## src/sv/rwr_pkg.sv

```systemverilog
// ----------------------------------------------------------------------------
// Reorder window receiver package
// Request and result types and result kind codes.
// ----------------------------------------------------------------------------
package rwr_pkg;

  localparam int SEQ_W = 32;
  localparam int LEN_W = 11;

  localparam logic [1:0] KIND_DELIVER  = 2'd0;
  localparam logic [1:0] KIND_BUFFERED = 2'd1;
  localparam logic [1:0] KIND_ACK      = 2'd2;

  typedef struct packed {
    logic [31:0]      packet_magic;
    logic [SEQ_W-1:0] seq_number;
    logic [LEN_W-1:0] payload_length;
    logic             end_of_stream;
  } in_req_t;

  typedef struct packed {
    logic [1:0]       result_kind;
    logic [SEQ_W-1:0] result_seq;
    logic [LEN_W-1:0] result_length;
    logic             result_eof;
    logic             last_result;
  } out_res_t;

endpackage

```

## src/sv/rwr_ram.sv

```systemverilog
// ----------------------------------------------------------------------------
// Generic RAM
// One write port, one read port, registered read data.
// ----------------------------------------------------------------------------
module rwr_ram #(
  parameter int WIDTH = 11,
  parameter int DEPTH = 16
) (
  input  logic                     clk,
  input  logic                     we,
  input  logic [$clog2(DEPTH)-1:0] waddr,
  input  logic [WIDTH-1:0]         wdata,
  input  logic [$clog2(DEPTH)-1:0] raddr,
  output logic [WIDTH-1:0]         rdata
);

  logic [WIDTH-1:0] mem [DEPTH];
  logic [WIDTH-1:0] rdata_r;

  always_ff @(posedge clk) begin
    if (we) begin
      mem[waddr] <= wdata;
    end
    rdata_r <= mem[raddr];
  end

  assign rdata = rdata_r;

endmodule

```

## src/sv/reorder_window_receiver_core.sv

```systemverilog
// ----------------------------------------------------------------------------
// Reorder window receiver core
// Selective-repeat receive window: delivers in-order packets, marks packets
// ahead of the expected sequence, drains buffered slots, acks cumulatively.
// ----------------------------------------------------------------------------
// Flow: an accepted request is registered and evaluated in ST_EVAL, which
//   registers its first result, if any, onto out_res. A dropped or buffered
//   request then returns to idle; an in-order request drains buffered slots
//   in ST_DRAIN, one slot a cycle via the length memory's registered read.
// Reset: synchronous, clears sequencer, expected sequence, slot valid bits,
//   stream done and magic value; the length memory is not cleared.
module reorder_window_receiver_core #(
  parameter int WINDOW_SLOTS = 16,
  parameter int MAX_PAYLOAD  = 1500
) (
  input  logic              clk,
  input  logic              rst_n,
  input  logic              start,
  output logic              busy,
  input  rwr_pkg::in_req_t  in_req,
  output logic              out_valid,
  output rwr_pkg::out_res_t out_res,
  input  logic              cfg_we,
  input  logic [31:0]       cfg_wdata
);

  localparam int IW = (WINDOW_SLOTS > 1) ? $clog2(WINDOW_SLOTS) : 1;
  localparam int SW = rwr_pkg::SEQ_W;
  localparam int LW = rwr_pkg::LEN_W;

  typedef enum logic [2:0] {
    ST_IDLE  = 3'b001,
    ST_EVAL  = 3'b010,
    ST_DRAIN = 3'b100
  } state_t;

  state_t            state_r, state_nxt;
  rwr_pkg::in_req_t  req_r;
  logic [31:0]       magic_r;
  logic [SW-1:0]     exp_r, exp_nxt;
  logic [IW-1:0]     idx_r, idx_nxt;
  logic [IW-1:0]     cnt_r, cnt_nxt;
  logic [WINDOW_SLOTS-1:0] valid_r, valid_nxt;
  logic              done_r, done_nxt;
  logic              out_valid_r, out_valid_nxt;
  rwr_pkg::out_res_t out_res_r, out_res_nxt;

  logic [SW:0]       diff;
  logic [SW-1:0]     exp_inc;
  logic [IW-1:0]     idx_inc;
  logic [IW:0]       slot_sum;
  logic [IW-1:0]     slot_idx;
  logic [LW-1:0]     len_clamp;
  logic              ram_we;
  logic [LW-1:0]     ram_rdata;
  logic              match, in_order, ahead;

  // shared compare unit
  assign diff     = {1'b0, req_r.seq_number} - {1'b0, exp_r};
  assign match    = !done_r && (req_r.packet_magic == magic_r);
  assign in_order = (diff == '0);
  assign ahead    = !diff[SW] && (diff[SW-1:0] != '0) &&
                    (diff[SW-1:0] < SW'(WINDOW_SLOTS));

  assign exp_inc  = exp_r + SW'(1);
  assign idx_inc  = (exp_r == '1) ? '0 :
                    (idx_r == IW'(WINDOW_SLOTS - 1)) ? '0 : idx_r + IW'(1);

  assign slot_sum = {1'b0, idx_r} + {1'b0, diff[IW-1:0]};
  assign slot_idx = (slot_sum >= (IW+1)'(WINDOW_SLOTS)) ?
                    IW'(slot_sum - (IW+1)'(WINDOW_SLOTS)) : slot_sum[IW-1:0];

  assign len_clamp = (32'(req_r.payload_length) > 32'(MAX_PAYLOAD)) ?
                     LW'(MAX_PAYLOAD) : req_r.payload_length;

  always_comb begin
    state_nxt     = state_r;
    exp_nxt       = exp_r;
    idx_nxt       = idx_r;
    cnt_nxt       = cnt_r;
    valid_nxt     = valid_r;
    done_nxt      = done_r;
    out_valid_nxt = 1'b0;
    out_res_nxt   = '0;
    ram_we        = 1'b0;
    case (state_r)
      ST_IDLE: begin
        if (start) begin
          state_nxt = ST_EVAL;
        end
      end
      ST_EVAL: begin
        state_nxt = ST_IDLE;
        cnt_nxt   = '0;
        if (match && in_order) begin
          out_valid_nxt             = 1'b1;
          out_res_nxt.result_kind   = rwr_pkg::KIND_DELIVER;
          out_res_nxt.result_seq    = req_r.seq_number;
          out_res_nxt.result_length = len_clamp;
          exp_nxt   = exp_inc;
          idx_nxt   = idx_inc;
          state_nxt = ST_DRAIN;
        end else if (match && ahead) begin
          ram_we                  = 1'b1;
          valid_nxt[slot_idx]     = 1'b1;
          out_valid_nxt           = 1'b1;
          out_res_nxt.result_kind = rwr_pkg::KIND_ACK;
          out_res_nxt.result_seq  = exp_r;
          out_res_nxt.result_eof  = req_r.end_of_stream;
          out_res_nxt.last_result = 1'b1;
          done_nxt                = req_r.end_of_stream;
        end
      end
      ST_DRAIN: begin
        out_valid_nxt = 1'b1;
        if (valid_r[idx_r] && (cnt_r != IW'(WINDOW_SLOTS - 1))) begin
          out_res_nxt.result_kind   = rwr_pkg::KIND_BUFFERED;
          out_res_nxt.result_seq    = exp_r;
          out_res_nxt.result_length = ram_rdata;
          valid_nxt[idx_r] = 1'b0;
          exp_nxt = exp_inc;
          idx_nxt = idx_inc;
          cnt_nxt = cnt_r + IW'(1);
        end else begin
          out_res_nxt.result_kind = rwr_pkg::KIND_ACK;
          out_res_nxt.result_seq  = exp_r;
          out_res_nxt.result_eof  = req_r.end_of_stream;
          out_res_nxt.last_result = 1'b1;
          done_nxt  = req_r.end_of_stream;
          state_nxt = ST_IDLE;
        end
      end
      default: begin
        state_nxt = ST_IDLE;
      end
    endcase
  end

  always_ff @(posedge clk) begin
    if (!rst_n) begin
      state_r     <= ST_IDLE;
      magic_r     <= '0;
      exp_r       <= '0;
      idx_r       <= '0;
      cnt_r       <= '0;
      valid_r     <= '0;
      done_r      <= 1'b0;
      out_valid_r <= 1'b0;
    end else begin
      state_r     <= state_nxt;
      exp_r       <= exp_nxt;
      idx_r       <= idx_nxt;
      cnt_r       <= cnt_nxt;
      valid_r     <= valid_nxt;
      done_r      <= done_nxt;
      out_valid_r <= out_valid_nxt;
      if (cfg_we) begin
        magic_r <= cfg_wdata;
      end
    end
  end

  always_ff @(posedge clk) begin
    out_res_r <= out_res_nxt;
    if (state_r == ST_IDLE && start) begin
      req_r <= in_req;
    end
  end

  rwr_ram #(
    .WIDTH (LW),
    .DEPTH (WINDOW_SLOTS)
  ) u_len_ram (
    .clk   (clk),
    .we    (ram_we),
    .waddr (slot_idx),
    .wdata (len_clamp),
    .raddr (idx_nxt),
    .rdata (ram_rdata)
  );

  assign busy      = (state_r != ST_IDLE);
  assign out_valid = out_valid_r;
  assign out_res   = out_res_r;

endmodule

```

## config.mk

```make
export PLATFORM = sky130hd
export DESIGN_NAME = reorder_window_receiver_core
export DESIGN_NICKNAME = d
export VERILOG_FILES = /design/src/sv/rwr_pkg.sv /design/src/sv/rwr_ram.sv /design/src/sv/reorder_window_receiver_core.sv
export SDC_FILE = /design/constraint.sdc
export NUM_CORES = 1
export LEC_CHECK = 0
export ABC_AREA = 1
export BUFFER_PORTS_ARGS = -buffer_cell sky130_fd_sc_hd__buf_4
export CORE_ASPECT_RATIO = 1.75
export CORE_UTILIZATION = 35
export CTS_BUF_LIST = sky130_fd_sc_hd__clkbuf_16
export DETAILED_ROUTE_END_ITERATION = 16
export PLACE_DENSITY = 0.54
export SLEW_MARGIN = 10
export SYNTH_ARGS = -nofsm -noshare
export SYNTH_HDL_FRONTEND = slang
export SYNTH_SLANG_ARGS = --single-unit
```

## constraint.sdc

```tcl
create_clock -name clk -period 5.25 [get_ports clk]
set_input_delay 0.2625 -clock clk [delete_from_list [all_inputs] [get_ports clk]]
set_output_delay 0.2625 -clock clk [all_outputs]
set_load 0.03 [all_outputs]
```

==> implementation parameters, run 1 <==
Parameter                              Value

Logic synthesis
  Flip-flop and latch count after synthesis    402
  Number of synthesized flops with an enable pin    252
  Synthesized cell area    19,700 sq um
  Number of standard cells after synthesis    2,361
  Asr flop ratio synth    0%
  Number of distinct library cell variants in the gate-level netlist after synthesis    46
  Synth Warn #    0
  Share of the yosys chip area belonging to registers    53.6%
  Synth Area per Inst    8.35 sq um
  Post-synth net total    2,517
  Dominant register cell in the synthesized netlist    sky130_fd_sc_hd__edfxtp_1

Timing
  Final-layout setup total negative slack    0 ps
  Final hold slack    171 ps
  Max-slew violation count    0
  Fmax    214 MHz
  Final critical-path share of the clock period    88.9%
  Final setup viols    0
  Tightest Pin Transition    1160 ps
  Final setup skew    29.8 ps
  RSZ-0062 raised after global routing    false
  Final period demand of the worst path    4660 ps
  Remaining max-slew budget at the tightest pin    22.2%
  Hold Vio Cnt, Final    0
  Smallest setup slack after layout    585 ps

Setup path
  Register-to-Register Path Depth    24
  Category of the worst setup path capture point    flip-flop
  Kind of start point of the critical path    flip-flop
  Delay contributed by the slowest stage of the critical path    440 ps
  Critical Path, Cell by Cell    inv_1 > ha_1 > nand2_1 > nor2_1 > nand2_1 > nand3_2 > nand2_1 > nand2_1 > nand2_1 > nand3_1 > nand2_1 > nand2_1 > nand2_1 > nor2_1 > nand2_1 > nor2_2 > nand4_4 > nand2_2 > buf_4 > nand3_1 > nand2_1 > inv_1 > nand3_1 > nand2_1
  Required time at the endpoint of the critical path    5710 ps
  Critical path fanouts, max    31
  Worst setup path class    reg -> reg
  Crit path DAT    5120 ps
  Worst reg2reg path startpoint    exp_r[3]
  Slowest-stage cell, CP    sky130_fd_sc_hd__dfxtp_1
  Critical path startpoint    exp_r[3]
  Cell mode on critical path    sky130_fd_sc_hd__nand2_1

Floorplan
  Die height    316 um
  Initial Util    35.5%
  Ports placed on the boundary    161
  Standard-cell rows    114
  Core outline area    55,500 sq um
  Area enclosed by the die boundary    57,300 sq um
  Die width    181 um

Power and ir drop
  Combinational cell fraction of total power    10.5%
  Power per cell area    296 nW/um^2
  Switching fraction of total power    24.9%
  Relative contribution of the clock network to total power    41.0%
  Worst vdd rail ir drop    251 uV
  Internal power    5.40 mW
  Portion of total power attributed to sequential cells    48.5%
  Leakage power summed over all cells    10.5 nW
  Overall power    7.20 mW
  Psw    1.80 mW

Placed design
  Count of placed standard cells including taps    3,191
  I/O Buffers    160
  Final weighted congestion in routability-driven placement    0.974
  Sum of net half-perimeters after detailed placement    50,600 um
  Pre-CTS setup slack    692 ps

Global routing
  Most Crowded Layer GR    met2
  Aggregate global-route resource usage    23.9%
  Grt met1 use    22.2%
  Via count of the first global-routing pass    17.5k
  Met2 track utilization from global routing    45.3%
  Total global routing overflow    0
  Maximum number of pins on one net before global-route repair    90
  Antenna violations before repair    0
  Wire length of the first global-routing pass    102,000 um
  Met3 usage in global routing    2.57%

Finish
  Number of standard cells in the final layout excluding fillers    3,374
  Number of diodes    0
  Layout overhead on the synthesized area    23.2%
  Layout cells sized above 1    11.6%
  Net total in the final layout    2,802

Clocking
  Cts bufs inserted    40
  Clock-pin slew on the worst setup and hold paths    60 ps
  Clk_lat worst skew    570 ps
  Post-CTS Setup Inserts    0
  H-Tree Depth    2
  Num Clock Sinks    402
  Resize count post-CTS    0
  Clock Tree Buf Depth    3
  Cts hold-fix bufs    109
  Clock tree from TritonCTS    built
  Clock root buffer master    sky130_fd_sc_hd__clkbuf_16

Detailed routing
  Final antenna-violating net count    0
  DRC errors left    0
  Routed wire length    67,800 um
  Via count    17.0k
  Post-detailed-route wirelength per cell    20.1 um
  Number of DRC markers in iteration 0    1,080
  Number of vias per cell    5.04
  First-pass iteration count of the detailed router    5

Run status
  Result of the run    complete, no violations

Min path
  Type of the worst min-delay path    in -> reg
  Worst hold start    cfg_we
  Cell count of the worst hold path    3

Job
  Number of max-cap violations    0
power by group through the flow:
stage	registers, mW	clock network [mW]	logic [mW]
2_1_floorplan	3.55	0	0.409
3_3_place_gp	3.56	0	0.689
3_5_place_dp	3.56	0	0.690
4_1_cts	3.49	3.01	0.758
5_1_grt	3.50	3.12	0.832
6_report	3.49	2.95	0.757
through the flow:
stage               area, sq um  utilization [%]
floorplan                 19700                -
global placement          21900             39.4
detailed placement        21900             39.4
CTS                       24300             43.8
global route              24300             43.8
finish                    24300             43.8
critical path: cells and delay by family, from the launching register on:
kind | cells | cell delay, ps
and+or+nand+nor | 20 | 2750
adders and majority gates | 1 | 440
buffers and inverters | 3 | 910
DFF | 1 | 440
logic make-up after synthesis:
| kind of cell | synth area share (%) |
|---|---|
| AOI/OAI and AO/OA | 6.69 |
| xor gates and xnor gates | 1.55 |
| adders and majority gates | 2.87 |
| buffers and inverters | 8.95 |
| DFF | 53.6 |
| and+or+nand+nor | 26.3 |
final cells by class:
cell class,count,area [sq um]
Clock buffer,43,1080
Inverter,374,1400
Sequential cell,402,10600
Tap cell,696,871
Fill cell,5434,31200
Multi-Input combinational cell,1508,7400
Timing Repair Buffer,320,2710
Clock inverter,31,258
Yosys cell counts (25+ instances only):
master	n	area (sq um)
sky130_fd_sc_hd__inv_1	361	1360
sky130_fd_sc_hd__clkbuf_1	42	158
sky130_fd_sc_hd__edfxtp_1	252	7570
sky130_fd_sc_hd__nand4_1	28	175
sky130_fd_sc_hd__nand2_1	629	2360
sky130_fd_sc_hd__nand3b_1	39	293
sky130_fd_sc_hd__ha_1	42	526
sky130_fd_sc_hd__nor2_1	183	687
sky130_fd_sc_hd__buf_2	25	125
sky130_fd_sc_hd__nor3_1	30	150
sky130_fd_sc_hd__a21oi_1	76	380
sky130_fd_sc_hd__dfxtp_1	150	3000
sky130_fd_sc_hd__nand3_1	245	1230
sky130_fd_sc_hd__o21ai_0	110	551
sky130_fd_sc_hd__xor2_1	26	228
routing by layer:
layer,vias up,part of all wire (%)
li1,8271,-
met1,7961,33
met2,540,53
met3,244,3.5
met4,0,10
met5,-,0
flip-flops by register name, summed over array words and instances (netlist names), 11 cells and up:
signal and flops:
u_len_ram.mem 176, req_r 76, magic_r 32, exp_r 32
u_len_ram.rdata 11, out_res 46, valid_r 16
worst paths after layout:
kind	to	slack [ps]
setup / recovery	u_len_ram.rdata[7]	590
hold reg to reg	out_res[6]	450
setup reg to reg	u_len_ram.rdata[7]	590
hold / removal	magic_r[15]	170
placed cells by master, fill, tap and decap left out, types with 39 or more instances in the layout:
cell type	count
sky130_fd_sc_hd__o21ai_0	110
sky130_fd_sc_hd__dlygate4sd3_1	109
sky130_fd_sc_hd__nand3_1	245
sky130_fd_sc_hd__dfxtp_1	150
sky130_fd_sc_hd__nand2_1	629
sky130_fd_sc_hd__edfxtp_1	252
sky130_fd_sc_hd__ha_1	42
sky130_fd_sc_hd__inv_1	371
sky130_fd_sc_hd__nand3b_1	39
sky130_fd_sc_hd__buf_4	208
sky130_fd_sc_hd__nor2_1	178
sky130_fd_sc_hd__a21oi_1	76
sky130_fd_sc_hd__clkbuf_16	43
Power figures use the tool's default switching activity.
==> inputs of run 2 (changes only) <==
--- a/config.mk
+++ b/config.mk
@@ -12,6 +12,7 @@
 export CTS_BUF_LIST = sky130_fd_sc_hd__clkbuf_16
 export DETAILED_ROUTE_END_ITERATION = 16
 export PLACE_DENSITY = 0.54
+export RECOVER_POWER = 100
 export SLEW_MARGIN = 10
 export SYNTH_ARGS = -nofsm -noshare
 export SYNTH_HDL_FRONTEND = slang
==> run 2 against run 1 <==
  * The flow now finishes with violations (max-capacitance violations, max-slew violations)
  * Global-route usage is the same
  * Sequential power is essentially flat
  * Worst setup slack lost 46 ps
  * Non-clock buffer count is the same
  * Worst hold slack gained 250 ps
  * Flip-flop and latch count is the same
  * Largest cell class unchanged
==> implementation parameters, run 2 (synthesis results as in run 1) <==
Parameter                              Value

Finish
  Number of diodes    0 (unchanged)
  Register with the most flip-flops    u_len_ram.mem (unchanged)
  Layout cells sized above 1    8.48% (was 11.6%)
  Layout overhead on the synthesized area    21.5% (was 23.2%)
  Commonest cells after routing, fill and taps aside    630 x sky130_fd_sc_hd__nand2_1, 372 x sky130_fd_sc_hd__inv_1, 252 x sky130_fd_sc_hd__edfxtp_1 (was 629 x sky130_fd_sc_hd__nand2_1, 371 x sky130_fd_sc_hd__inv_1, 252 x sky130_fd_sc_hd__edfxtp_1)
  Fill cell instance count of the final layout    5,514 (was 5,434)
  Multi-input gate area    7390 sq um (was 7400 sq um)
  Max reg flops    176 (unchanged)
  Net total in the final layout    2,802 (unchanged)
  Most frequent standard cell in the layout excluding fill and tap cells    sky130_fd_sc_hd__nand2_1 (unchanged)
  Area taken by flip-flops and latches    10,600 sq um (unchanged)

Setup path
  Slowest-stage cell, CP    sky130_fd_sc_hd__dfxtp_1 (unchanged)
  Register-to-Register Path Depth    24 (unchanged)
  Critical path fanouts, max    31 (unchanged)
  Cell class contributing the biggest share of worst-path delay    simple AND/OR/NAND/NOR gates (unchanged)
  Worst setup path class    reg -> reg (unchanged)
  Buffers & Inverters on Critical Path    3 (unchanged)
  Category of the worst setup path capture point    flip-flop (unchanged)
  Critical Path, Cell by Cell    inv_1 > ha_1 > nand2_1 > nor2_1 > nand2_1 > nand3_2 > nand2_1 > nand2_1 > nand2_1 > nand3_1 > nand2_1 > nand2_1 > nand2_1 > nor2_1 > nand2_1 > nor2_1 > nand4_4 > nand2_2 > buf_4 > nand3_1 > nand2_1 > inv_1 > nand3_1 > nand2_1 (was inv_1 > ha_1 > nand2_1 > nor2_1 > nand2_1 > nand3_2 > nand2_1 > nand2_1 > nand2_1 > nand3_1 > nand2_1 > nand2_1 > nand2_1 > nor2_1 > nand2_1 > nor2_2 > nand4_4 > nand2_2 > buf_4 > nand3_1 > nand2_1 > inv_1 > nand3_1 > nand2_1)
  Cell mode on critical path    sky130_fd_sc_hd__nand2_1 (unchanged)
  Total number of cells along the worst setup path    24 (unchanged)
  Kind of start point of the critical path    flip-flop (unchanged)
  Crit path DAT    5170 ps (was 5120 ps)
  Required time at the endpoint of the critical path    5710 ps (about the same)
  Delay contributed by the slowest stage of the critical path    440 ps (about the same)

Clocking
  Cts bufs inserted    40 (unchanged)
  Resize count post-CTS    0 (unchanged)
  Clk_lat worst skew    580 ps (was 570 ps)
  Clock-pin slew on the worst setup and hold paths    60 ps (about the same)
  Clock Tree Buf Depth    3 (unchanged)
  Clock tree from TritonCTS    built (unchanged)
  Clock root buffer master    sky130_fd_sc_hd__clkbuf_16 (unchanged)
  Num Clock Sinks    402 (unchanged)
  H-Tree Depth    2 (unchanged)

Floorplan
  Ports placed on the boundary    161 (unchanged)
  Area enclosed by the die boundary    57,300 sq um (unchanged)
  Die width    181 um (unchanged)
  Standard-cell rows    114 (unchanged)
  Initial Util    35.5% (unchanged)
  Die height    316 um (unchanged)
  Core outline area    55,500 sq um (unchanged)

Timing
  Final setup skew    31.8 ps (was 29.8 ps)
  Final critical-path share of the clock period    89.7% (was 88.9%)
  Tightest Pin Transition    3000 ps (was 1160 ps)
  Final hold slack    423 ps (was 171 ps)
  Hold Vio Cnt, Final    0 (unchanged)
  Final setup viols    0 (unchanged)
  Max-slew violation count    92 (was 0)
  Remaining max-slew budget at the tightest pin    -101% (was 22.2%)
  Fmax    212 MHz (was 214 MHz)
  RSZ-0062 raised after global routing    false (unchanged)
  Final-layout setup total negative slack    0 ps (unchanged)
  Final period demand of the worst path    4710 ps (was 4660 ps)

Min path
  Cell count of the worst hold path    2 (was 3)
  Type of the worst min-delay path    in -> reg (unchanged)

Power and ir drop
  Power per cell area    300 nW/um^2 (was 296 nW/um^2)
  Leakage power summed over all cells    10.1 nW (was 10.5 nW)
  Worst vdd rail ir drop    251 uV (about the same)

Detailed routing
  DRC errors left    0 (unchanged)
  Post-detailed-route wirelength per cell    20.1 um (about the same)
  Via count    17.0k (about the same)
  Number of DRC markers in iteration 0    1,019 (was 1,080)
  First-pass iteration count of the detailed router    5 (unchanged)
  Number of vias per cell    5.04 (about the same)
  Routed wire length    67,700 um (was 67,800 um)
  Final antenna-violating net count    0 (unchanged)

Global routing
  Aggregate global-route resource usage    23.9% (unchanged)
  Total global routing overflow    0 (unchanged)
  Wire length of the first global-routing pass    102,000 um (unchanged)
  Antenna violations before repair    0 (unchanged)
  Maximum number of pins on one net before global-route repair    90 (unchanged)
  Via count of the first global-routing pass    17.5k (unchanged)

Placed design
  Final weighted congestion in routability-driven placement    0.974 (unchanged)
  Sum of net half-perimeters after detailed placement    50,600 um (unchanged)
  I/O Buffers    160 (unchanged)

Run status
  Result of the run    complete, but fails checks (was complete, no violations)
  Violated checks    max-capacitance violations, max-slew violations

Job
  Number of max-cap violations    3 (was 0)
==> run 2: cell types whose count changed in the layout (fill, tap and decap cells not counted) <==
cell,change
sky130_fd_sc_hd__nor2_2,-2
sky130_fd_sc_hd__inv_1,+1
sky130_fd_sc_hd__clkbuf_2,+3
sky130_fd_sc_hd__nand2_1,+1
sky130_fd_sc_hd__buf_4,-151
sky130_fd_sc_hd__nand2_2,-1
sky130_fd_sc_hd__clkbuf_4,+71
sky130_fd_sc_hd__inv_2,-1
sky130_fd_sc_hd__nor2_4,-1
sky130_fd_sc_hd__buf_12,-1
sky130_fd_sc_hd__clkbuf_1,+78
sky130_fd_sc_hd__nor2_1,+3
==> run 2: final timing paths <==
path         slack (ps)                  to               start
max                 540  u_len_ram.rdata[7]            exp_r[3]
min                 420           req_r[38]          in_req[38]
max reg2reg         540  u_len_ram.rdata[7]            exp_r[3]
min reg2reg         460          out_res[6]  u_len_ram.rdata[4]
==> run 2: worst register-to-register path, cell delays in order (launching register included) <==
cell and delay (ps):
sky130_fd_sc_hd__dfxtp_1 440, sky130_fd_sc_hd__inv_1 220, sky130_fd_sc_hd__ha_1 430, sky130_fd_sc_hd__nand2_1 130, sky130_fd_sc_hd__nor2_1 100, sky130_fd_sc_hd__nand2_1 70
sky130_fd_sc_hd__nand3_2 130, sky130_fd_sc_hd__nand2_1 90, sky130_fd_sc_hd__nand2_1 120, sky130_fd_sc_hd__nand2_1 150, sky130_fd_sc_hd__nand3_1 170, sky130_fd_sc_hd__nand2_1 70
sky130_fd_sc_hd__nand2_1 90, sky130_fd_sc_hd__nand2_1 60, sky130_fd_sc_hd__nor2_1 110, sky130_fd_sc_hd__nand2_1 60, sky130_fd_sc_hd__nor2_1 240, sky130_fd_sc_hd__nand4_4 220
sky130_fd_sc_hd__nand2_2 130, sky130_fd_sc_hd__buf_4 320, sky130_fd_sc_hd__nand3_1 140, sky130_fd_sc_hd__nand2_1 440, sky130_fd_sc_hd__inv_1 360, sky130_fd_sc_hd__nand3_1 270
sky130_fd_sc_hd__nand2_1 60
==> run 2: routing by layer <==
layer	wire length [um]	up-vias	share of wire [%]	GRT usage [%]
met5	0	-	0	0
met4	6870	0	10	22.3
met3	2450	252	3.6	2.57
met2	35900	554	53	45.3
met1	22400	7934	33	22.2
li1	-	8272	-	-
==> run 2: area by class of cell <==
cell class              count  share of cell area, %
flip-flops and latches    402                   44.1
multi-input cells        1508                   30.8
repair buffers            320                   10.0
inverters                 374                   5.86
clock buffers              43                   4.49
well taps                 696                   3.63
clock inverters            31                   1.08
==> run 2: where the power goes <==
group	total, mW	internal [mW]	switching, mW	leakage (nW)
Sequential	3.50	3.45	0.0426	3.52
Combinational	0.746	0.264	0.482	5.91
Clock	2.95	1.68	1.27	0.695
==> run 2: what timing repair did <==
item,4_1_cts,5_1_grt
endpoints found under the hold margin,109,0
hold buffers,109,0
buffers inserted,0,0
==> run 2: stage by stage <==
step	instance area [sq um]	cells	util, %	setup WS (ps)	power (mW)
3_3_place_gp	21900	3191	39.4	711	4.25
4_1_cts	24300	3374	43.8	658	7.26
5_1_grt	24000	3374	43.2	115	7.45
2_1_floorplan	19700	2361	-	756	3.96
3_5_place_dp	21900	3191	39.4	692	4.25
6_report	24000	3374	43.2	540	7.19
